$ cat config.mk
export PLATFORM = sky130hd
export DESIGN_NAME = bresenham_line_rasterizer_core
export DESIGN_NICKNAME = d
export VERILOG_FILES = /design/src/hw/rtl/brl_pkg.sv /design/src/hw/rtl/brl_front.sv /design/src/hw/rtl/brl_cmd_queue.sv /design/src/hw/rtl/brl_stepper.sv /design/src/hw/rtl/bresenham_line_rasterizer_core.sv
export SDC_FILE = /design/constraint.sdc
export NUM_CORES = 1
export LEC_CHECK = 0
export ABC_AREA = 1
export BUFFER_PORTS_ARGS = -buffer_cell sky130_fd_sc_hd__buf_2
export CORE_ASPECT_RATIO = 1.2
export CORE_MARGIN = 5
export CORE_UTILIZATION = 56
export DETAILED_ROUTE_END_ITERATION = 6
export PLACE_DENSITY = 0.77
export SYNTH_ARGS = -nofsm -noshare
export SYNTH_HDL_FRONTEND = slang
export SYNTH_SLANG_ARGS = --single-unit
$ cat constraint.sdc
create_clock -name aclk -period 8.45 [get_ports aclk]
set_input_delay 0 -clock aclk [delete_from_list [all_inputs] [get_ports aclk]]
set_output_delay 0 -clock aclk [all_outputs]
set_load 0.01 [all_outputs]
$ cat src/hw/rtl/brl_pkg.sv
// shared types and constants for the line rasterizer
package brl_pkg;

    localparam int COORD_BITS   = 12;
    localparam int COLOR_BITS   = 24;
    localparam int DEC_BITS     = COORD_BITS + 2;
    localparam int S_TDATA_BITS = ((4 * COORD_BITS + COLOR_BITS + 7) / 8) * 8;
    localparam int M_TDATA_BITS = ((2 * COORD_BITS + COLOR_BITS + 7) / 8) * 8;

    typedef enum logic {
        OP_START   = 1'b0,
        OP_ADVANCE = 1'b1
    } opcode_t;

    typedef logic signed [COORD_BITS-1:0] coord_t;
    typedef logic signed [DEC_BITS-1:0]   dec_t;

    typedef struct packed {
        opcode_t               kind;
        logic                  major_is_x;
        logic                  minor_down;
        logic                  single;
        coord_t                start_x;
        coord_t                start_y;
        coord_t                end_major;
        dec_t                  decision;
        dec_t                  inc_straight;
        dec_t                  inc_diagonal;
        logic [COLOR_BITS-1:0] color;
    } cmd_t;

endpackage

$ cat src/hw/rtl/brl_front.sv
// request decode and line setup: axis choice, endpoint order, decision terms
module brl_front import brl_pkg::*; (
    input  logic                    s_tvalid,
    output logic                    s_tready,
    input  logic [S_TDATA_BITS-1:0] s_tdata,
    input  logic                    s_tuser,
    input  logic                    q_full,
    output logic                    q_push,
    output cmd_t                    q_cmd
);

    coord_t                  xa, ya, xb, yb;
    coord_t                  sx, sy, ex, ey;
    logic signed [COORD_BITS:0] dx, dy, adx, ady, maj, mnr;
    logic                    major_x, swap;
    dec_t                    two_mnr;

    assign xa = coord_t'(s_tdata[COORD_BITS-1:0]);
    assign ya = coord_t'(s_tdata[2*COORD_BITS-1:COORD_BITS]);
    assign xb = coord_t'(s_tdata[3*COORD_BITS-1:2*COORD_BITS]);
    assign yb = coord_t'(s_tdata[4*COORD_BITS-1:3*COORD_BITS]);

    always_comb begin
        dx      = {xb[COORD_BITS-1], xb} - {xa[COORD_BITS-1], xa};
        dy      = {yb[COORD_BITS-1], yb} - {ya[COORD_BITS-1], ya};
        adx     = dx[COORD_BITS] ? -dx : dx;
        ady     = dy[COORD_BITS] ? -dy : dy;
        major_x = adx > ady;
        swap    = major_x ? (xa > xb) : (ya > yb);
        sx      = swap ? xb : xa;
        sy      = swap ? yb : ya;
        ex      = swap ? xa : xb;
        ey      = swap ? ya : yb;
        maj     = major_x ? adx : ady;
        mnr     = major_x ? ady : adx;
        two_mnr = dec_t'({mnr, 1'b0});

        q_cmd.kind         = opcode_t'(s_tuser);
        q_cmd.major_is_x   = major_x;
        q_cmd.minor_down   = major_x ? !(sy < ey) : !(sx < ex);
        q_cmd.single       = (maj == '0);
        q_cmd.start_x      = sx;
        q_cmd.start_y      = sy;
        q_cmd.end_major    = major_x ? ex : ey;
        q_cmd.inc_straight = two_mnr;
        q_cmd.inc_diagonal = two_mnr - dec_t'({maj, 1'b0});
        q_cmd.decision     = two_mnr - dec_t'(maj);
        q_cmd.color        = s_tdata[4*COORD_BITS+COLOR_BITS-1:4*COORD_BITS];
    end

    assign s_tready = !q_full;
    assign q_push   = s_tvalid && !q_full;

endmodule

$ cat src/hw/rtl/brl_cmd_queue.sv
// two-entry command queue between setup and stepper
module brl_cmd_queue import brl_pkg::*; (
    input  logic aclk,
    input  logic aresetn,
    input  logic push,
    input  cmd_t push_cmd,
    output logic full,
    input  logic pop,
    output logic head_valid,
    output cmd_t head_cmd
);

    cmd_t       head_reg, head_next;
    cmd_t       tail_reg, tail_next;
    logic [1:0] count_reg, count_next;
    logic       do_pop;

    assign full       = (count_reg == 2'd2);
    assign head_valid = (count_reg != 2'd0);
    assign head_cmd   = head_reg;
    assign do_pop     = pop && head_valid;

    always_comb begin
        head_next  = head_reg;
        tail_next  = tail_reg;
        count_next = count_reg;
        if (push && !do_pop) begin
            if (count_reg == 2'd0) begin
                head_next = push_cmd;
            end else begin
                tail_next = push_cmd;
            end
            count_next = count_reg + 2'd1;
        end else if (do_pop && !push) begin
            head_next  = tail_reg;
            count_next = count_reg - 2'd1;
        end else if (do_pop && push) begin
            if (count_reg == 2'd1) begin
                head_next = push_cmd;
            end else begin
                head_next = tail_reg;
                tail_next = push_cmd;
            end
        end
    end

    always_ff @(posedge aclk) begin
        if (!aresetn) begin
            count_reg <= 2'd0;
        end else begin
            count_reg <= count_next;
        end
        head_reg <= head_next;
        tail_reg <= tail_next;
    end

endmodule

$ cat src/hw/rtl/brl_stepper.sv
// line state, one bresenham step per advance command on an active line, output register
module brl_stepper import brl_pkg::*; (
    input  logic                    aclk,
    input  logic                    aresetn,
    input  logic                    q_valid,
    input  cmd_t                    q_cmd,
    output logic                    q_pop,
    output logic                    m_tvalid,
    input  logic                    m_tready,
    output logic [M_TDATA_BITS-1:0] m_tdata,
    output logic                    m_tlast
);

    logic                  active_reg, active_next;
    logic                  major_is_x_reg, major_is_x_next;
    logic                  minor_down_reg, minor_down_next;
    coord_t                cur_x_reg, cur_x_next;
    coord_t                cur_y_reg, cur_y_next;
    coord_t                end_major_reg, end_major_next;
    dec_t                  decision_reg, decision_next;
    dec_t                  inc_straight_reg, inc_straight_next;
    dec_t                  inc_diagonal_reg, inc_diagonal_next;
    logic [COLOR_BITS-1:0] line_color_reg, line_color_next;
    logic                  m_tvalid_reg, m_tvalid_next;
    logic                  m_tlast_reg, m_tlast_next;
    coord_t                pix_x_reg, pix_x_next;
    coord_t                pix_y_reg, pix_y_next;
    logic [COLOR_BITS-1:0] pix_color_reg, pix_color_next;

    logic   out_free, diag;
    coord_t step_x, step_y, new_major;

    assign out_free = !m_tvalid_reg || m_tready;
    assign q_pop    = q_valid && out_free;
    assign diag     = !decision_reg[DEC_BITS-1];

    always_comb begin
        active_next       = active_reg;
        major_is_x_next   = major_is_x_reg;
        minor_down_next   = minor_down_reg;
        cur_x_next        = cur_x_reg;
        cur_y_next        = cur_y_reg;
        end_major_next    = end_major_reg;
        decision_next     = decision_reg;
        inc_straight_next = inc_straight_reg;
        inc_diagonal_next = inc_diagonal_reg;
        line_color_next   = line_color_reg;
        m_tvalid_next     = m_tvalid_reg && !m_tready;
        m_tlast_next      = m_tlast_reg;
        pix_x_next        = pix_x_reg;
        pix_y_next        = pix_y_reg;
        pix_color_next    = pix_color_reg;

        step_x    = cur_x_reg;
        step_y    = cur_y_reg;
        new_major = '0;
        if (major_is_x_reg) begin
            step_x    = cur_x_reg + coord_t'(1);
            new_major = step_x;
            if (diag) begin
                step_y = minor_down_reg ? cur_y_reg - coord_t'(1) : cur_y_reg + coord_t'(1);
            end
        end else begin
            step_y    = cur_y_reg + coord_t'(1);
            new_major = step_y;
            if (diag) begin
                step_x = minor_down_reg ? cur_x_reg - coord_t'(1) : cur_x_reg + coord_t'(1);
            end
        end

        if (q_pop) begin
            case (q_cmd.kind)
                OP_START: begin
                    active_next       = !q_cmd.single;
                    major_is_x_next   = q_cmd.major_is_x;
                    minor_down_next   = q_cmd.minor_down;
                    cur_x_next        = q_cmd.start_x;
                    cur_y_next        = q_cmd.start_y;
                    end_major_next    = q_cmd.end_major;
                    decision_next     = q_cmd.decision;
                    inc_straight_next = q_cmd.inc_straight;
                    inc_diagonal_next = q_cmd.inc_diagonal;
                    line_color_next   = q_cmd.color;
                    m_tvalid_next     = 1'b1;
                    m_tlast_next      = q_cmd.single;
                    pix_x_next        = q_cmd.start_x;
                    pix_y_next        = q_cmd.start_y;
                    pix_color_next    = q_cmd.color;
                end
                OP_ADVANCE: begin
                    if (active_reg) begin
                        decision_next  = decision_reg + (diag ? inc_diagonal_reg
                                                              : inc_straight_reg);
                        cur_x_next     = step_x;
                        cur_y_next     = step_y;
                        active_next    = !(new_major >= end_major_reg);
                        m_tvalid_next  = 1'b1;
                        m_tlast_next   = new_major >= end_major_reg;
                        pix_x_next     = step_x;
                        pix_y_next     = step_y;
                        pix_color_next = line_color_reg;
                    end
                end
                default: begin
                end
            endcase
        end
    end

    always_ff @(posedge aclk) begin
        if (!aresetn) begin
            active_reg       <= 1'b0;
            major_is_x_reg   <= 1'b0;
            minor_down_reg   <= 1'b0;
            cur_x_reg        <= '0;
            cur_y_reg        <= '0;
            end_major_reg    <= '0;
            decision_reg     <= '0;
            inc_straight_reg <= '0;
            inc_diagonal_reg <= '0;
            line_color_reg   <= '0;
            m_tvalid_reg     <= 1'b0;
        end else begin
            active_reg       <= active_next;
            major_is_x_reg   <= major_is_x_next;
            minor_down_reg   <= minor_down_next;
            cur_x_reg        <= cur_x_next;
            cur_y_reg        <= cur_y_next;
            end_major_reg    <= end_major_next;
            decision_reg     <= decision_next;
            inc_straight_reg <= inc_straight_next;
            inc_diagonal_reg <= inc_diagonal_next;
            line_color_reg   <= line_color_next;
            m_tvalid_reg     <= m_tvalid_next;
        end
        m_tlast_reg   <= m_tlast_next;
        pix_x_reg     <= pix_x_next;
        pix_y_reg     <= pix_y_next;
        pix_color_reg <= pix_color_next;
    end

    assign m_tvalid = m_tvalid_reg;
    assign m_tlast  = m_tlast_reg;
    assign m_tdata  = M_TDATA_BITS'({pix_color_reg, pix_y_reg, pix_x_reg});

    // a single-point line leaves the stepper idle
    assert property (@(posedge aclk) disable iff (!aresetn)
        (q_pop && q_cmd.kind == OP_START && q_cmd.single) |=> !active_reg)
        else $error("single point line left stepper active");

    // an advance on an active line always yields a pixel
    assert property (@(posedge aclk) disable iff (!aresetn)
        (q_pop && q_cmd.kind == OP_ADVANCE && active_reg) |=> m_tvalid_reg)
        else $error("advance on active line gave no pixel");

    // an advance while idle leaves the position untouched
    assert property (@(posedge aclk) disable iff (!aresetn)
        (q_pop && q_cmd.kind == OP_ADVANCE && !active_reg)
        |=> ($stable(cur_x_reg) && $stable(cur_y_reg) && !active_reg))
        else $error("idle advance changed line state");

    // the last pixel of a line always clears the active flag
    assert property (@(posedge aclk) disable iff (!aresetn)
        (q_pop && m_tvalid_next && m_tlast_next) |=> !active_reg)
        else $error("line still active after its last pixel");

endmodule

$ cat src/hw/rtl/bresenham_line_rasterizer_core.sv
// bresenham line rasterizer: setup front, command queue and pixel stepper
// a request is registered in the queue, then its pixel in the output register that drives
// m_tvalid, if the queue is empty and the output register is free
// throughput: one request per cycle unless the queue is full or m_tready stalls the output
// all requests pass a two-entry queue, so setup and stepper stall independently
// reset: synchronous active-low aresetn clears the queue, line state and output valid
// after reset no line is active and advance requests produce no pixel
module bresenham_line_rasterizer_core import brl_pkg::*; (
    input  logic                    aclk,
    input  logic                    aresetn,
    input  logic                    s_tvalid,
    output logic                    s_tready,
    // x_a, y_a, x_b, y_b, color
    input  logic [S_TDATA_BITS-1:0] s_tdata,
    // opcode
    input  logic                    s_tuser,
    output logic                    m_tvalid,
    input  logic                    m_tready,
    // pixel_x, pixel_y, pixel_color
    output logic [M_TDATA_BITS-1:0] m_tdata,
    output logic                    m_tlast
);

    logic q_full, q_push, q_pop, q_valid;
    cmd_t push_cmd, head_cmd;

    brl_front u_front (
        .s_tvalid (s_tvalid),
        .s_tready (s_tready),
        .s_tdata  (s_tdata),
        .s_tuser  (s_tuser),
        .q_full   (q_full),
        .q_push   (q_push),
        .q_cmd    (push_cmd)
    );

    brl_cmd_queue u_queue (
        .aclk       (aclk),
        .aresetn    (aresetn),
        .push       (q_push),
        .push_cmd   (push_cmd),
        .full       (q_full),
        .pop        (q_pop),
        .head_valid (q_valid),
        .head_cmd   (head_cmd)
    );

    brl_stepper u_stepper (
        .aclk     (aclk),
        .aresetn  (aresetn),
        .q_valid  (q_valid),
        .q_cmd    (head_cmd),
        .q_pop    (q_pop),
        .m_tvalid (m_tvalid),
        .m_tready (m_tready),
        .m_tdata  (m_tdata),
        .m_tlast  (m_tlast)
    );

endmodule
==> impl_metrics.csv, run 1 <==
group,metric,value,unit
outcome,status,"finished, final reports clean",
layout,drive_gt1_frac,0.1006,
timing,worst_pin_slew,1102,ps
detailed_routing,drt-initial-drc-count,1462,
clocking,cts_buffer_depth,3,
pwr,p_leak,10.92,nW
floorplanning,die_h,221.3,microns
yosys,syn_area_per_cell,8.094,sq um
detailed_routing,avgRoutedWirePerCell,16.77,microns
floorplanning,ios,128,
pwr,pwr-share-seq,0.333,
timing,rsz0062_at_grt,"false",
timing,min_period,7151,ps
grt,antenna_found_initial,0,
layout,final_cell_mix,"nand2_1 (761), inv_1 (321), edfxtp_1 (255), o21ai_0 (201), a21oi_1 (167)",
placed_design,placed_area,21690,sq um
detailed_routing,vias,17530,
yosys,ys_seq_area_frac,0.4684,
critical_path,cp_max_fo,41,
yosys,yosysTopAreaCell,"edfxtp_1",
clocking,cts_sinks,360,
floorplanning,die_area,41180,sq um
pwr,p_int,5.861,mW
pwr,peakVddDrop,0.0002509,V
pwr,p_per_area,452.0,nW/um^2
timing,fmax,139.8,MHz
clocking,cts_root_buf,"clkbuf_16",
detailed_routing,remaining_drc_errors,0,
critical_path,slowest_stage,"inv_2",
layout,layout_commonest_cell,"nand2_1",
critical_path,worst-setup-path-type,"in -> reg",
placed_design,gp_congestion,0.9748,
timing,whs,26.57,ps
clocking,clkLatencyLatePin,530,ps
timing,finalWorstSetupSlack,1299,ps
critical_path,critPathCaptureType,"register",
yosys,yosys.area_share.adder,0.05609,
clocking,htreeDepth,2,
pwr,p_comb_frac,0.520,
layout,fin_util,0.6386,
yosys,async_flop_share,0,
clocking,cts_tree,"done",
grt,grt_pass1_wl,86.07,mm
critical_path,cp_common_cell,"nand2_1",
clocking,cts_made_buffers,36,
floorplanning,row_count,77,
yosys,synthMuxAreaShare,0.01441,
timing,hold_viol_final,0,
pwr,p_total,10.62,mW
detailed_routing,firstDrtPassIters,6,
placed_design,dp.cells,3086,
yosys,yosys_warnings,0,
yosys,synth_top_family_by_area,"simple AND/OR/NAND/NOR gates",
critical_path,worstPathBufferInverterCount,7,
min_path,hp-class,"in -> reg",
pwr,clockPowerShare,0.147,
critical_path,cp-start-kind,"primary input",
layout,final_cell_area,23500,sq um
detailed_routing,viasPerCell,5.449,
timing,drv_slew,0,
yosys,synth-compound-area-share,0.1207,
grt,overflow,0,
timing,fin_worst_skew,23.02,ps
grt,grt_pass1_vias,16740,
timing,relSlewSlack,0.2652,
yosys,synth-main-ff-cell,"edfxtp_1",
clocking,ctsResizeCount,0,
clocking,clkSlewWorstSetupHoldPaths,60,ps
floorplanning,initial_core_util,0.5661,
job,drv_cap,0,
yosys,syn_nets,2742,
floorplanning,die_width,186.1,microns
layout,antennaDiodeCount,0,
critical_path,cp_data_required_time,8730,ps
yosys,synth_area,20830,sq um
detailed_routing,wl,53.94,mm
timing,fin_tns_setup,0,ps
yosys,ys_ff_latch,360,
layout,multi_input_comb_area,9331,sq um
floorplanning,coreArea,36800,sq um
yosys,synth_cells,2574,
yosys,ys_top_cells_by_area,"edfxtp_1 (37%), nand2_1 (14%), dfxtp_1 (10%)",
placed_design,dp_hpwl,38.68,mm
pwr,p_switching,4.761,mW
yosys,synth_xor_area_frac,0.03219,
yosys,synthSimpleGateAreaFrac,0.2220,
layout,nFillCells,3116,
layout,seq_area,9759,sq um
critical_path,cpLargestDelayFamily,"simple AND/OR/NAND/NOR gates",
detailed_routing,final_antenna_net_count,0,
timing,setup-violations-final,0,
layout,layout.nets,2884,
timing,finalCritPeriodShare,0.8463,
yosys,synth_top_area_frac,0.3675,
placed_design,dpl_worst_slack,1433,ps
grt,grt_start_max_net_pins,115,
grt,grt_usage,0.2550,
layout,area_delta_synth_final,12.81,%
pwr,netSwitchingFraction,0.4482,
yosys,ys_types,55,
critical_path,cp.arrival,7430,ps
placed_design,io_buffer_count,127,
layout,instances_no_fill,3217,
yosys,synth_edf_count,255,
critical_path,cp_slowest_stage_delay,720,ps
power groups by stage:
stage / clock (mW) / combinational, mW / sequential [mW]
global route: 1.67 / 6.18 / 3.61
CTS: 1.59 / 5.50 / 3.54
detailed placement: 0 / 5.36 / 3.57
floorplan: 0 / 3.92 / 3.62
finish: 1.56 / 5.52 / 3.54
global placement: 0 / 5.22 / 3.53
worst min-delay path: cells and delay by family:
family / cells / cell delay, ps
AND/OR/NAND/NOR: 2 / 130
AO/OA/AOI/OAI: 2 / 130
buffers and inverters: 3 / 170
cells by family (layout without fill, tap and decap cells):
logic type      count (synthesis)  after routing
fa+ha+maj                      91             91
mux                            30             30
flops                         360            360
compound gates                465            465
xor+xnor                       74             74
simple gates                 1113           1113
buf+inv                       441            610
Yosys cell counts, types with 10 or more instances:
cell	instances
a21oi_1	169
buf_1	11
buf_6	10
clkbuf_1	68
dfxtp_1	105
edfxtp_1	255
ha_1	87
inv_1	323
inv_2	12
mux2i_1	30
nand2_1	762
nand2_2	13
nand3_1	149
nand4_1	20
nor2_1	117
o211ai_1	16
o21ai_0	202
o21ai_1	31
o21ai_2	12
xnor2_1	15
xor2_1	56
repair_timing:
item | 4_1_cts | 5_1_grt
hold buffers | 66 | 0
hold endpoints to repair | 77 | 0
buffers inserted | 0 | 0
per-layer routing:
layer,vias up,global-route usage,share of wire
li1,8751,-,-
met1,8101,0.3510,0.43
met2,576,0.4251,0.48
met3,102,0.02612,0.056
met4,0,0.07994,0.031
met5,-,0,0
area by class of cell:
cell class | instances | share of cell area
Sequential cell | 360 | 0.4152
Multi-Input combinational cell | 1773 | 0.3970
Timing Repair Buffer | 207 | 0.05963
Inverter | 338 | 0.05398
Clock buffer | 49 | 0.04355
Tap cell | 474 | 0.02523
Clock inverter | 16 | 0.005324
path summary, 6_finish.rpt:
path                                 startpoint                            end  slack, ps  cells past startpoint
hold reg to reg   u_stepper.inc_diagonal_reg[9]  u_stepper.inc_diagonal_reg[9]        450                      2
setup reg to reg           u_queue.count_reg[0]          u_queue.tail_reg[100]       4530                     10
setup / recovery                    s_tdata[12]           u_queue.head_cmd[64]       1300                     39
hold / removal                       s_tdata[7]           u_queue.head_cmd[97]         30                      7
(Power assumes the default switching activity.)
==> run 2: changes to the inputs <==
- ABC_AREA: 1 -> 0
- CORE_UTILIZATION: 56 -> 60
- PLACE_DENSITY: 0.77 -> 0.79
- clock period: 8.45 -> 7.25 ns (I/O delays scaled with it)
==> run 2 against run 1 <==
Against the previous run: area after synthesis is essentially flat; critical endpoint is now u_queue.head_cmd[62]; critical path depth shrank 8; sequential power grew 15%; worst setup slack lost 860 ps; highest routed layer is now met5; worst hold slack gained 2.5 ps; first-iteration DRC count grew 4.7%.
==> impl_metrics.csv, run 2 <==
group,metric,value,unit
placed_design,dp.cells,2734,
floorplanning,ios,128,
yosys,syn_nets,2405,
grt,antenna_found_initial,1,
outcome,status,"finished, final reports clean",
yosys,yosysTopAreaCell,"edfxtp_1",
clocking,cts_tree,"done",
grt,overflow,0,
layout,instances_no_fill,2858,
yosys,synth_cells,2237,
yosys,ys_ff_latch,360,
timing,relSlewSlack,0.2932,
yosys,synth.most_common_cell,"nand2_1",
detailed_routing,firstDrtPassIters,6,
grt,grt_pass1_vias,16580,
grt,grt_start_max_net_pins,91,
layout,fin_util,0.6942,
detailed_routing,avgRoutedWirePerCell,19.13,microns
yosys,synth_area,20830,sq um
min_path,hp-class,"in -> reg",
yosys,yosys_warnings,0,
detailed_routing,vias,17170,
yosys,synth_top_area_frac,0.3677,
clocking,htreeDepth,2,
yosys,ys_types,83,
layout,drive_gt1_frac,0.1440,
critical_path,cp_slowest_stage_delay,580,ps
placed_design,dp_hpwl,37.77,mm
clocking,clkSlewWorstSetupHoldPaths,70,ps
timing,finalCritPeriodShare,0.9395,
critical_path,worst-setup-path-type,"in -> reg",
timing,hold_viol_final,0,
critical_path,cp.arrival,7080,ps
clocking,clkLatencyLatePin,530,ps
yosys,async_flop_share,0,
critical_path,cp-start-kind,"primary input",
floorplanning,coreArea,34170,sq um
yosys,synth_commonest_cells,"nand2_1 (424), edfxtp_1 (255), nor2_1 (224)",
timing,min_period,6812,ps
layout,layout_commonest_cell,"nand2_1",
clocking,cts_root_buf,"clkbuf_16",
layout,layout.nets,2544,
critical_path,cp_max_fo,14,
layout,area_delta_synth_final,13.88,%
critical_path,critPathCaptureType,"register",
layout,antennaDiodeCount,0,
floorplanning,initial_core_util,0.6096,
floorplanning,die_h,214.1,microns
timing,worst_pin_slew,1060,ps
pwr,peakVddDrop,0.0002538,V
layout,nFillCells,2489,
critical_path,cp_common_cell,"a21oi_2",
clocking,cts_sinks,360,
yosys,ys_top_cells_by_area,"edfxtp_1 (37%), dfxtp_1 (10%), nand2_1 (7.6%)",
critical_path,cp_data_required_time,7520,ps
detailed_routing,remaining_drc_errors,0,
grt,grt_usage,0.2749,
pwr,p_per_area,510.3,nW/um^2
clocking,cts_made_buffers,34,
detailed_routing,viasPerCell,6.008,
yosys,ys_seq_area_frac,0.4686,
critical_path,slowest_stage,"or4_1",
timing,fin_worst_skew,19.91,ps
grt,grt_pass1_wl,87.62,mm
job,drv_cap,0,
clocking,cts_buffer_depth,3,
timing,setup-violations-final,0,
pwr,p_leak,9.454,nW
detailed_routing,wl,54.66,mm
timing,fmax,146.8,MHz
floorplanning,row_count,74,
floorplanning,die_width,180.1,microns
layout,final_cell_mix,"nand2_1 (423), edfxtp_1 (255), nor2_1 (222), a21oi_1 (155), buf_2 (127)",
placed_design,gp_congestion,0.9981,
yosys,syn_area_per_cell,9.310,sq um
yosys,synth_edf_count,255,
placed_design,io_buffer_count,127,
floorplanning,die_area,38550,sq um
detailed_routing,final_antenna_net_count,0,
detailed_routing,drt-initial-drc-count,1530,
yosys,synth-main-ff-cell,"edfxtp_1",
timing,drv_slew,0,
run 2: what timing repair did:
action | CTS | global route
buffers inserted | 0 | 1
hold buffers | 61 | 0
hold endpoints to repair | 91 | 0
setup endpoints to repair | 0 | 12
resized for setup | 0 | 19
run 2: area by class of cell:
type,instances,area (sq um),area share
Clock buffer,39,890.9,0.03756
Clock inverter,23,231.5,0.009759
Inverter,89,334.1,0.01409
Multi-Input combinational cell,1661,10370,0.4372
Sequential cell,360,9759,0.4115
Tap cell,456,570.5,0.02406
Timing Repair Buffer,230,1562,0.06584
run 2: final timing paths:
path | from | endpoint | slack (ps) | depth (start not counted)
max reg2reg | u_stepper.decision_reg[13] | u_stepper.decision_reg[13] | 3020 | 15
max | s_tdata[15] | u_queue.head_cmd[62] | 440 | 31
min reg2reg | u_stepper.inc_diagonal_reg[10] | u_stepper.inc_diagonal_reg[10] | 450 | 2
min | s_tdata[10] | u_queue.tail_reg[76] | 30 | 3
run 2: kinds of logic (layout without fill, tap and decap cells):
logic type	count (synthesis)	in the layout	share of synthesized area
AND/OR/NAND/NOR	879	879	0.1840
multiplexers	120	120	0.06254
adder cells (fa/ha/maj)	91	91	0.05611
AO/OA/AOI/OAI	470	470	0.1450
XOR/XNOR	101	101	0.04320
flip-flops	360	360	0.4686
buffers and inverters	216	381	0.04061
run 2: metrics by stage:
step | TNS [ps] | hold WS, ps | power (mW) | instance area, sq um | setup slack, ps
finish | 0 | 29.07 | 12.10 | 23720 | 438.5
global route | -4.529 | 28.78 | 12.94 | 23720 | -4.529
CTS | 0 | 3.239 | 11.98 | 23630 | 103.8
detailed placement | 0 | 194.6 | 10.06 | 21890 | 113.2
global placement | 0 | 194.9 | 9.837 | 21890 | 346.9
floorplan | 0 | 98.87 | 8.393 | 20830 | 66.89
run 2: critical path: cells and delay by family:
family                     cells  cell delay (ps)
AOI/OAI and AO/OA             12             2420
xor gates and xnor gates       1              160
adders and majority gates      3             1220
buffers and inverters          4              960
muxes                          1              270
and+or+nand+nor               10             2060
run 2: power by group:
| group | leakage (nW) | switching, mW | internal [mW] |
|---|---|---|---|
| Sequential | 3.30 | 0.401 | 3.67 |
| Clock | 0.546 | 0.785 | 1.01 |
| Combinational | 5.61 | 3.87 | 2.37 |
run 2: layer usage:
layer	wire length (microns)	vias to the layer above	share of wire	global-route usage
met1	22490	8124	0.41	0.3616
met2	26710	676	0.49	0.4738
li1	-	8211	-	-
met4	2131	2	0.039	0.09808
met5	13	-	0.00024	0
met3	3320	158	0.061	0.03105
==> run 3: changes to the inputs <==
- CORE_UTILIZATION: 60 -> 34
- PLACE_DENSITY: 0.79 -> default
==> run 3 against run 2 <==
Against the previous run: clock skew rose by 6.0 ps; critical path type unchanged; final area rose by 1.8%; final cell count rose by 13%.
==> impl_metrics.csv, run 3 (synthesis results as in run 2) <==
group,metric,value,unit
timing,setup-violations-final,0,
clocking,cts_root_buf,"clkbuf_16",
pwr,p_leak,9.477,nW
timing,finalWorstSetupSlack,434.8,ps
critical_path,critPathCaptureType,"register",
floorplanning,die_width,235.9,microns
placed_design,io_buffer_count,127,
detailed_routing,final_antenna_net_count,0,
clocking,cts_sinks,360,
pwr,netSwitchingFraction,0.4202,
critical_path,cp_common_cell,"ha_1",
critical_path,cp_max_fo,8,
layout,area_delta_synth_final,15.91,%
detailed_routing,remaining_drc_errors,0,
detailed_routing,viasPerCell,5.204,
placed_design,dpl_worst_slack,300.9,ps
floorplanning,die_area,66320,sq um
detailed_routing,vias,16760,
grt,overflow,0,
pwr,clockPowerShare,0.143,
detailed_routing,drt-initial-drc-count,962,
pwr,p_total,12.06,mW
clocking,clkLatencyLatePin,540,ps
critical_path,slowest_stage,"or4_1",
critical_path,cp-start-kind,"primary input",
clocking,cts_setup_buffers,0,
timing,finalCritPeriodShare,0.9400,
floorplanning,die_h,281.1,microns
floorplanning,ios,128,
timing,rsz0062_at_grt,"true",
timing,hold_viol_final,0,
pwr,p_switching,5.068,mW
timing,min_period,6815,ps
placed_design,gp_congestion,0.9407,
timing,relSlewSlack,0.3234,
timing,worst_pin_slew,1015,ps
pwr,p_comb_frac,0.522,
min_path,hp-class,"in -> reg",
detailed_routing,wl,58.82,mm
job,drv_cap,0,
layout,drive_gt1_frac,0.1448,
grt,grt_pass1_wl,92.54,mm
timing,fin_worst_skew,25.95,ps
layout,layout.nets,2551,
detailed_routing,firstDrtPassIters,5,
detailed_routing,avgRoutedWirePerCell,18.27,microns
pwr,peakVddDrop,0.0003123,V
floorplanning,row_count,99,
grt,grt_pass1_vias,16680,
floorplanning,initial_core_util,0.3424,
layout,layout_commonest_cell,"nand2_1",
grt,grt_usage,0.1712,
layout,final_cell_mix,"nand2_1 (423), edfxtp_1 (255), nor2_1 (222), a21oi_1 (159), buf_2 (127)",
critical_path,worst-setup-path-type,"in -> reg",
critical_path,cp.arrival,7090,ps
floorplanning,coreArea,60820,sq um
critical_path,cp_data_required_time,7530,ps
layout,multi_input_comb_area,10340,sq um
timing,fmax,146.7,MHz
layout,seq_area,9759,sq um
timing,drv_slew,0,
clocking,cts_tree,"done",
clocking,cts_buffer_depth,3,
layout,nFillCells,5927,
outcome,status,"finished, final reports clean",
pwr,p_int,6.993,mW
clocking,clkSlewWorstSetupHoldPaths,60,ps
critical_path,cp_slowest_stage_delay,580,ps
grt,antenna_found_initial,1,
grt,grt_start_max_net_pins,88,
pwr,pwr-share-seq,0.335,
clocking,htreeDepth,2,
clocking,cts_made_buffers,36,
placed_design,dp_hpwl,43.05,mm
pwr,p_per_area,499.7,nW/um^2
==> run 3: changes by cell type in the layout (fill, tap and decap cells not counted), sizes merged <==
cell and change:
bufinv -3, clkbuf +10, inv +1, dlygate4sd3 -12, diode +1, buf +17, clkinv -2, clkinvlp -2
==> run 3: through the flow <==
| stage | hold WS [ps] | instance area (sq um) | instances | TNS [ps] | util |
|---|---|---|---|---|---|
| detailed placement | 194.4 | 22520 | 3104 | 0 | 0.3703 |
| CTS | 11.88 | 24080 | 3219 | 0 | 0.3960 |
| floorplan | 98.87 | 20830 | 2237 | 0 | - |
| finish | 31.70 | 24140 | 3220 | 0 | 0.3969 |
| global route | 47.82 | 24140 | 3220 | -13.31 | 0.3969 |
| global placement | 193.9 | 22520 | 3104 | 0 | 0.3703 |
==> run 3: what timing repair did <==
item                       CTS  global route
hold endpoints to repair    90             0
resized for setup            0             9
setup endpoints to repair    0             7
hold buffers                49             0
==> run 3: cell type report <==
| class | count | share of cell area |
|---|---|---|
| multi-input cells | 1661 | 0.4282 |
| flip-flops and latches | 360 | 0.4043 |
| repair buffers | 235 | 0.06707 |
| well taps | 808 | 0.04188 |
| clock buffers | 49 | 0.03976 |
| inverters | 89 | 0.01389 |
| clock inverters | 17 | 0.004769 |
| diodes | 1 | 0.0001037 |
==> run 3: power by group through the flow <==
stage	combinational (mW)	sequential, mW	clock [mW]
2_1_floorplan	4.31	4.08	0
3_3_place_gp	6.15	4.05	0
3_5_place_dp	6.26	4.08	0
4_1_cts	6.33	4.05	1.78
5_1_grt	6.98	4.14	1.86
6_report	6.30	4.04	1.72
==> run 3: final timing paths <==
kind | startpoint | cells after the start | slack (ps) | to
max | s_tdata[12] | 31 | 430 | u_queue.head_cmd[65]
min | s_tdata[25] | 3 | 30 | u_queue.tail_reg[67]
max reg2reg | u_stepper.decision_reg[13] | 17 | 2910 | u_stepper.decision_reg[13]
min reg2reg | u_stepper.inc_diagonal_reg[1] | 2 | 450 | u_stepper.inc_diagonal_reg[1]
==> run 3: critical path, delay by kind of cell <==
family	cells	cell delay (ps)
mux	1	270
simple gates	11	2200
fa+ha+maj	4	1340
buf+inv	4	930
compound gates	9	2060
xor+xnor	2	280
==> run 3: layer usage <==
layer	global-route usage	vias up	share of wire
li1	-	8220	-
met2	0.3063	457	0.49
met5	0	-	0
met3	0.01884	131	0.037
met4	0.07519	0	0.047
met1	0.2090	7950	0.42
